$ cat src/rtl/core/gba_pkg.sv
// gba_pkg: shared types and constants for the grouped bitmap allocator
// used by gba_find, grouped_bitmap_allocator and gba_checker; depends on nothing

package gba_pkg;

    localparam int NUM_W     = 18;
    localparam int STATUS_W  = 2;
    localparam int GIDX_W    = 4;
    localparam int CNT_W     = 14;
    localparam int BPG_W     = 14;
    localparam int NGRP_W    = 5;
    localparam int CFG_W     = 14;
    localparam int CFG_IDX_W = 2;
    localparam int WORD_W    = 64;
    localparam int OFF_W     = 6;

    localparam logic [CNT_W-1:0] CNT_MAX = '1;

    localparam logic [BPG_W-1:0]  BPG_RESET  = 14'd8192;
    localparam logic [NGRP_W-1:0] NGRP_RESET = 5'd16;

    localparam logic [CFG_IDX_W-1:0] REG_BITS_PER_GROUP = 2'd0;
    localparam logic [CFG_IDX_W-1:0] REG_GROUP_COUNT    = 2'd1;
    localparam logic [CFG_IDX_W-1:0] REG_RESERVED       = 2'd2;
    localparam logic [CFG_IDX_W-1:0] REG_NUMBER_BASE    = 2'd3;

    localparam logic FUNC_ALLOC = 1'b0;
    localparam logic FUNC_FREE  = 1'b1;

    localparam logic [STATUS_W-1:0] STATUS_DONE         = 2'd0;
    localparam logic [STATUS_W-1:0] STATUS_NO_FREE      = 2'd1;
    localparam logic [STATUS_W-1:0] STATUS_ALREADY_FREE = 2'd2;
    localparam logic [STATUS_W-1:0] STATUS_RANGE        = 2'd3;

    typedef struct packed {
        logic             found;
        logic [OFF_W-1:0] pos;
    } t_find_res;

endpackage

$ cat src/rtl/core/gba_find.sv
// gba_find: lowest clear bit of a bitmap word inside a window of positions
// depends on gba_pkg

module gba_find
    import gba_pkg::*;
(
    input  logic [WORD_W-1:0] i_word,
    input  logic [OFF_W-1:0]  i_off,
    input  logic [BPG_W:0]    i_rem,
    output t_find_res         o_res
);

    logic [WORD_W-1:0] cand;
    logic [WORD_W-1:0] lowest;
    logic [OFF_W-1:0]  pos;

    always_comb begin
        for (int p = 0; p < WORD_W; p++) begin
            cand[p] = !i_word[p] && (OFF_W'(p) >= i_off)
                      && ((BPG_W + 1)'(OFF_W'(p) - i_off) < i_rem);
        end
    end

    assign lowest = cand & (~cand + WORD_W'(1));

    always_comb begin
        pos = '0;
        for (int p = 0; p < WORD_W; p++) begin
            if (lowest[p]) begin
                pos = pos | OFF_W'(p);
            end
        end
    end

    assign o_res.found = |cand;
    assign o_res.pos   = pos;

endmodule

$ cat config.mk
export PLATFORM = sky130hd
export DESIGN_NAME = gba_find
export DESIGN_NICKNAME = d
export VERILOG_FILES = /design/src/rtl/core/gba_pkg.sv /design/src/rtl/core/gba_find.sv
export SDC_FILE = /design/constraint.sdc
export NUM_CORES = 1
export LEC_CHECK = 0
export BUFFER_PORTS_ARGS = -buffer_cell sky130_fd_sc_hd__buf_2
export CORE_MARGIN = 2
export CORE_UTILIZATION = 65
export DETAILED_ROUTE_END_ITERATION = 6
export PLACE_DENSITY = 0.95
export SLEW_MARGIN = 25
export SYNTH_ARGS = -nofsm -noshare
export SYNTH_HDL_FRONTEND = slang
export SYNTH_SLANG_ARGS = --single-unit
export TNS_END_PERCENT = 100
$ cat constraint.sdc
create_clock -name vclk -period 23.1
set_clock_uncertainty 0.1 [all_clocks]
set_input_delay 5.775 -clock vclk [all_inputs]
set_output_delay 5.775 -clock vclk [all_outputs]
set_load 0.02 [all_outputs]
==> impl_metrics.toml, run 1 <==
[outcome]
outcome = "finished, final reports clean"

[floorplanning]
chipWidth_um = 158
coreArea_um2 = 23400
die_y_um = 158
initial_core_util_pct = 66.2
die_area_um2 = 25100
io-pin-count = 92
fp-row-count = 56

[synth]
synthTopCellsByArea = "ha_1 40%, a21oi_1 5.7%, a21o_1 4.6%"
yosys.area.top_type = "ha_1"
synth.top_cell.area_share_pct = 39.7
synth_cell_type_count = 105
yosysWarnings = 0
ys_seq_area_share_pct = 0
synth_cells = 2033
avgSynthCellArea_um2 = 7.62
syn_area_um2 = 15500
syn_nets = 2610

[routing]
totalWireLength_um = 67400
via_per_inst = 7.69
num_vias = 18500
drtPass1Iterations = 7
drtIter0Drc = 2990
drc = 0
routedWlPerCell_um = 28.0
ant_nets = 0

[finish]
register_area_um2 = 0
final_cell_mix = "492 x ha_1, 176 x a21oi_1, 147 x nand2_1"
design.seq.count = 0
drive_gt1_share_pct = 8.90
layoutNonFillerInstCount = 2412
fin_nets = 2670
layout_commonest_cell = "ha_1"
clkbuf_count = 0
syn_to_final_growth_pct = 5.14

[timing]
finalSetupTns_ns = 0
worst_hold_slack_ns = 12.04
fmaxAchievable_mhz = 54.8
tightestPinTransition_ns = 1.16
final.period_utilization_pct = 79.0
min_period_ns = 18.26
final-hold-violation-count = 0
finalSetupViolCount = 0
report.final.slew_viol_count = 0
slew_headroom_pct = 21.7
rsz0062_at_grt = "no"

[placed_design]
place_congestion = 1.11
portBuffers = 92
place_inst = 2410
dp_hpwl_um = 52500

[worst_setup_path]
critPathSlowestCell = "ha_1"
worst_setup_path_start_kind = "primary input"
max_stage_delay_ns = 1.07
arrival_ns = 12.38
worstPathCellList = "buf_2 > ha_1 > nand2_1 > a21oi_1 > ha_1 > nand3_1 > nor3_1 > o221ai_1 > o221ai_1 > nand2b_1 > nand4b_1 > or2_2 > nor4b_1 > nand2_1 > and4_4 > nand4_1 > buf_2"
path_delay_family = "simple AND/OR/NAND/NOR gates"
path_buf_inv = 2
cp-end-kind = "output port"
cp.required_ns = 17.23
path_max_fanout = 27
critical_path_class = "in -> out"

[grt]
overflow = 0
grt_usage_pct = 52.2
grt_max_degree = 65
grt_pass1_vias = 17900
grt_pass1_wl_um = 100000
antenna_found_initial = 2

[clock_tree]
postCtsSetupRepairBufs = 0
cts_resized = 0
ctsHoldBuffers = 0

[min_path]
whs_endpoint = "o_res[6]"
holdPathStages = 5
min_from = "i_word[63]"
hold_path.class = "in -> out"

[job]
maxCapViolations = 0
-- tightest hold or removal path, cell delays in order --
cell and delay [ns]:
buf_2 0.08, a21oi_1 0.13, nor2_1 0.13, nand3_1 0.09
buf_2 0.16
-- worst max-delay path by stage --
stage	depth (start not counted)	slack, ns	start	endpoint
floorplan	21	6.52	i_off[5]	o_res[5]
global placement	17	5.15	i_off[5]	o_res[1]
detailed placement	17	5.25	i_off[5]	o_res[1]
CTS	17	5.23	i_off[5]	o_res[1]
global route	17	4.74	i_off[5]	o_res[1]
finish	17	4.84	i_off[5]	o_res[2]
-- final cells by class --
type / instances / area, um^2
Antenna cell: 2 / 5.00
Timing Repair Buffer: 119 / 663
Tap cell: 319 / 399
Fill cell: 1919 / 7110
Multi-Input combinational cell: 1856 / 14800
Inverter: 116 / 435
-- cells by family (layout without fill, tap and decap cells) --
logic type | count (synthesis) | in the layout | synth area share (%)
AO/OA/AOI/OAI | 664 | 664 | 29.7
AND/OR/NAND/NOR | 645 | 645 | 22.9
adder cells (fa/ha/maj) | 492 | 492 | 39.7
buffers and inverters | 177 | 235 | 4.55
XOR/XNOR | 51 | 51 | 2.88
multiplexers | 4 | 4 | 0.258
other | 0 | 2 | 0
-- synthesized netlist by cell type (all sizes together), types with 43 or more instances --
master  count
xnor2      49
o21ai     104
a21oi     176
nor2b      57
ha        492
nand3      83
nor2       84
nand2     148
a21o       94
inv       115
a31oi      43
nand4      93
-- metal layers --
layer  track usage [%]  up-vias  routed length, um
met3              14.9      462               9270
li1                  -     8073                  -
met4              40.6        0               6270
met5                 0        -                  0
met2              78.9     1467              27400
met1              62.1     8541              24400
-- through the flow --
step | setup slack, ns | util (%) | cell area (um^2)
6_report | 4.84 | 69.6 | 16300
3_5_place_dp | 5.25 | 69.6 | 16300
5_1_grt | 4.74 | 69.6 | 16300
2_1_floorplan | 6.52 | - | 15500
3_3_place_gp | 5.15 | 69.6 | 16300
4_1_cts | 5.23 | 69.6 | 16300
==> run 2: changes to the inputs <==
--- a/config.mk
+++ b/config.mk
@@ -7,9 +7,9 @@
 export LEC_CHECK = 0
 export BUFFER_PORTS_ARGS = -buffer_cell sky130_fd_sc_hd__buf_2
 export CORE_MARGIN = 2
-export CORE_UTILIZATION = 65
+export CORE_UTILIZATION = 59
 export DETAILED_ROUTE_END_ITERATION = 6
-export PLACE_DENSITY = 0.95
+export PLACE_DENSITY = 0.92
 export SLEW_MARGIN = 25
 export SYNTH_ARGS = -nofsm -noshare
 export SYNTH_HDL_FRONTEND = slang
==> constraint.sdc (replaced) <==
create_clock -name vclk -period 16.7
set_clock_uncertainty 0.1 [all_clocks]
set_input_delay 4.175 -clock vclk [all_inputs]
set_output_delay 4.175 -clock vclk [all_outputs]
set_load 0.02 [all_outputs]
==> run 2 against run 1 <==
  * Worst hold slack got worse by 3.3 ns
  * First-iteration DRC count decreased by 20%
  * Critical endpoint is now o_res[5]
  * Core utilization decreased by 6.8 points
  * Die area increased by 9.9%
  * Final area decreased by 0.15%
  * Cell count increased by 0.41%
  * Flip-flop and latch count unchanged
==> impl_metrics.toml, run 2 (same netlist as run 1, synthesis figures left out) <==
[worst_setup_path]
worst_setup_path_start_kind = "primary input"
arrival_ns = 11.06
critical_path_class = "in -> out"
worstPathCellList = "buf_2 > clkinv_1 > ha_1 > nand2_1 > nand2_1 > a21oi_1 > ha_1 > nand2_1 > nor2_1 > a21oi_1 > o311a_1 > a221oi_2 > nand4b_2 > nor4_1 > nor4b_1 > a311oi_2 > nand4_1 > or4_1 > buf_2"
critPathCapture = "o_res[5]"
path_max_fanout = 19
startpoint = "i_off[2]"
cpMostUsedCell = "nand2_1"
critPathSlowestCell = "a21oi_1"
max_stage_delay_ns = 0.78
path_delay_family = "simple AND/OR/NAND/NOR gates"
cp.depth = 19
cp.required_ns = 12.43
cp-end-kind = "output port"
path_buf_inv = 3

[floorplanning]
coreArea_um2 = 25900
fp-row-count = 59
initial_core_util_pct = 59.8
die_area_um2 = 27600
die_y_um = 166
chipWidth_um = 166
io-pin-count = 92

[grt]
grt_usage_pct = 44.5
antenna_found_initial = 1
grt_max_degree = 39
overflow = 0
grt_pass1_wl_um = 98400
grt_pass1_vias = 17700

[job]
maxCapViolations = 0

[routing]
via_per_inst = 7.52
drtIter0Drc = 2384
totalWireLength_um = 64900
routedWlPerCell_um = 26.8
drtPass1Iterations = 6
drc = 0
ant_nets = 0
num_vias = 18200

[clock_tree]
ctsHoldBuffers = 0
postCtsSetupRepairBufs = 0
cts_resized = 0

[finish]
fin_nets = 2663
drive_gt1_share_pct = 8.45
clkbuf_count = 0
syn_to_final_growth_pct = 4.99
final_cell_mix = "492 x ha_1, 176 x a21oi_1, 147 x nand2_1"
design.seq.count = 0
layout_commonest_cell = "ha_1"
register_area_um2 = 0
layoutNonFillerInstCount = 2422

[timing]
rsz0062_at_grt = "no"
fmaxAchievable_mhz = 65.2
final-hold-violation-count = 0
worst_hold_slack_ns = 8.78
slew_headroom_pct = 24.3
report.final.slew_viol_count = 0
finalSetupViolCount = 0
min_period_ns = 15.34
tightestPinTransition_ns = 1.13
final.period_utilization_pct = 91.8
finalSetupTns_ns = 0

[outcome]
outcome = "finished, final reports clean"

[placed_design]
dp_hpwl_um = 50600
place_congestion = 1.13
portBuffers = 92
place_inst = 2419

[min_path]
hold_path.class = "in -> out"
min_from = "i_word[63]"
-- run 2: routing by layer --
metal	part of all wire (%)	wire length (um)	vias up	GRT usage, %
met1	37	24100	8420	54.9
met2	42	27000	1339	69.6
li1	-	-	8060	-
met4	8.3	5410	0	29.7
met5	0	0	-	0
met3	13	8500	405	9.70
-- run 2: area by class of cell --
cell class,instances,area [um^2]
fillers,2262,9640
multi-input cells,1856,14800
repair buffers,112,611
inverters,116,435
diodes,3,7.51
well taps,335,419
-- run 2: stage by stage --
step | utilization [%] | instance area (um^2) | setup slack (ns)
final | 62.8 | 16300 | 1.36
after global routing | 62.8 | 16300 | 1.30
after CTS | 62.8 | 16300 | 1.87
after detailed placement | 62.8 | 16300 | 1.89
after global placement | 62.8 | 16300 | 1.83
after floorplan | - | 15500 | 3.32
-- run 2: worst min path at each step --
stage	endpoint	cells after the start
floorplan	o_res[6]	3
detailed placement	o_res[6]	5
CTS	o_res[6]	5
global route	o_res[6]	5
global placement	o_res[6]	5
finish	o_res[6]	5
-- run 2: tightest hold or removal path, cell delays in order --
cell and delay, ns:
buf_2 0.09, a21oi_1 0.10, nor2_1 0.10, nand3_1 0.08, buf_2 0.16
==> run 3: changes to the inputs <==
--- a/config.mk
+++ b/config.mk
@@ -7,9 +7,9 @@
 export LEC_CHECK = 0
 export BUFFER_PORTS_ARGS = -buffer_cell sky130_fd_sc_hd__buf_2
 export CORE_MARGIN = 2
-export CORE_UTILIZATION = 59
+export CORE_UTILIZATION = 35
 export DETAILED_ROUTE_END_ITERATION = 6
-export PLACE_DENSITY = 0.92
+export PLACE_DENSITY = 0.62
 export SLEW_MARGIN = 25
 export SYNTH_ARGS = -nofsm -noshare
 export SYNTH_HDL_FRONTEND = slang
==> constraint.sdc (replaced) <==
create_clock -name vclk -period 16
set_clock_uncertainty 0.1 [all_clocks]
set_input_delay 4 -clock vclk [all_inputs]
set_output_delay 4 -clock vclk [all_outputs]
set_load 0.02 [all_outputs]
==> run 3 against run 2 <==
  * Die area rose by 67%
  * Core utilization fell by 25 points
  * Final area rose by 2.7%
  * Non-clock buffer count rose by 15
  * Wire length rose by 9.4%
  * Critical path depth fell by 1
  * Worst hold slack got worse by 0.41 ns
  * Setup slack improved by 0.19 ns
  * Global-route usage fell by 15 points
  * Flip-flop and latch count did not move
  * First-iteration DRC count fell by 22%
==> impl_metrics.toml, run 3 (same netlist as run 1, synthesis figures left out) <==
[outcome]
outcome = "finished, final reports clean"

[grt]
grt_max_degree = 42
grt_usage_pct = 29.7
grt_pass1_wl_um = 105000
grt_pass1_vias = 16800
overflow = 0
antenna_found_initial = 0

[worst_setup_path]
cp.required_ns = 11.90
path_buf_inv = 3
critPathSlowestCell = "a21oi_1"
worstPathCellList = "buf_2 > clkinv_1 > ha_1 > nand2_1 > nand2_1 > a21oi_1 > ha_1 > a21o_1 > a2111oi_0 > o221ai_1 > nand2b_1 > nand4b_1 > nor4_1 > a22oi_1 > a2bb2oi_1 > nand4_1 > or4_1 > buf_2"
path_max_fanout = 19
cp-end-kind = "output port"
arrival_ns = 10.35
max_stage_delay_ns = 0.73
path_delay_family = "compound AO/OA/AOI/OAI gates"
critical_path_class = "in -> out"
worst_setup_path_start_kind = "primary input"

[finish]
fin_nets = 2678
syn_to_final_growth_pct = 7.80
register_area_um2 = 0
clkbuf_count = 0
layout_commonest_cell = "ha_1"
drive_gt1_share_pct = 9.15
fill_cells = 4623
final_cell_mix = "492 x ha_1, 176 x a21oi_1, 147 x nand2_1"
design.seq.count = 0

[timing]
tightestPinTransition_ns = 1.21
fmaxAchievable_mhz = 69.2
report.final.slew_viol_count = 0
final-hold-violation-count = 0
final.period_utilization_pct = 90.3
finalSetupTns_ns = 0
min_period_ns = 14.45
slew_headroom_pct = 17.2
rsz0062_at_grt = "no"
finalSetupViolCount = 0

[placed_design]
place_congestion = 1.03
dp_hpwl_um = 56200
portBuffers = 92

[clock_tree]
cts_resized = 0
ctsHoldBuffers = 0
postCtsSetupRepairBufs = 0

[min_path]
hold_path.class = "in -> out"
whs_endpoint = "o_res[6]"
holdPathStages = 5
min_from = "i_word[63]"

[floorplanning]
chipWidth_um = 214
io-pin-count = 92
initial_core_util_pct = 35.3
fp-row-count = 77
coreArea_um2 = 43900
die_area_um2 = 46000
die_y_um = 214

[routing]
drc = 0
drtPass1Iterations = 6
routedWlPerCell_um = 26.4
via_per_inst = 6.53
drtIter0Drc = 1858
ant_nets = 0
num_vias = 17600
totalWireLength_um = 71000

[job]
maxCapViolations = 0
run 3: cell type report:
class | instances | area, um^2 | area share (%)
Multi-Input combinational cell | 1856 | 14800 | 88.6
Antenna cell | 1 | 2.50 | 0.0150
Tap cell | 592 | 741 | 4.43
Timing Repair Buffer | 127 | 723 | 4.33
Inverter | 116 | 435 | 2.61
run 3: worst max-delay path by stage:
stage          startpoint        to  slack [ns]  depth (start not counted)
6_report         i_off[2]  o_res[4]        1.55                         18
5_1_grt          i_off[2]  o_res[4]        1.21                         18
3_5_place_dp     i_off[2]  o_res[4]        1.74                         18
4_1_cts          i_off[2]  o_res[4]        1.75                         18
2_1_floorplan    i_off[5]  o_res[5]        2.97                         21
3_3_place_gp     i_off[2]  o_res[4]        2.05                         19
run 3: worst min-delay path, stage by stage:
cell,delay [ns]
buf_2,0.08
a21oi_1,0.05
nor2_1,0.09
nand3_1,0.08
buf_2,0.16
run 3: through the flow:
step	instances	setup slack, ns	util (%)	instance area, um^2	hold slack [ns]
after global routing	2691	1.21	38.0	16700	8.44
after CTS	2691	1.75	38.0	16700	8.37
after floorplan	2033	2.97	-	15500	8.21
after global placement	2691	2.05	38.0	16700	8.36
after detailed placement	2691	1.74	38.0	16700	8.37
final	2692	1.55	38.0	16700	8.37
run 3: metal layers:
| layer | vias up | track usage, % | share of wire (%) |
|---|---|---|---|
| met5 | - | 0 | 0 |
| met4 | 0 | 15.0 | 6.1 |
| met3 | 197 | 3.49 | 8.0 |
| li1 | 8080 | - | - |
| met1 | 8409 | 39.2 | 42 |
| met2 | 903 | 47.7 | 44 |
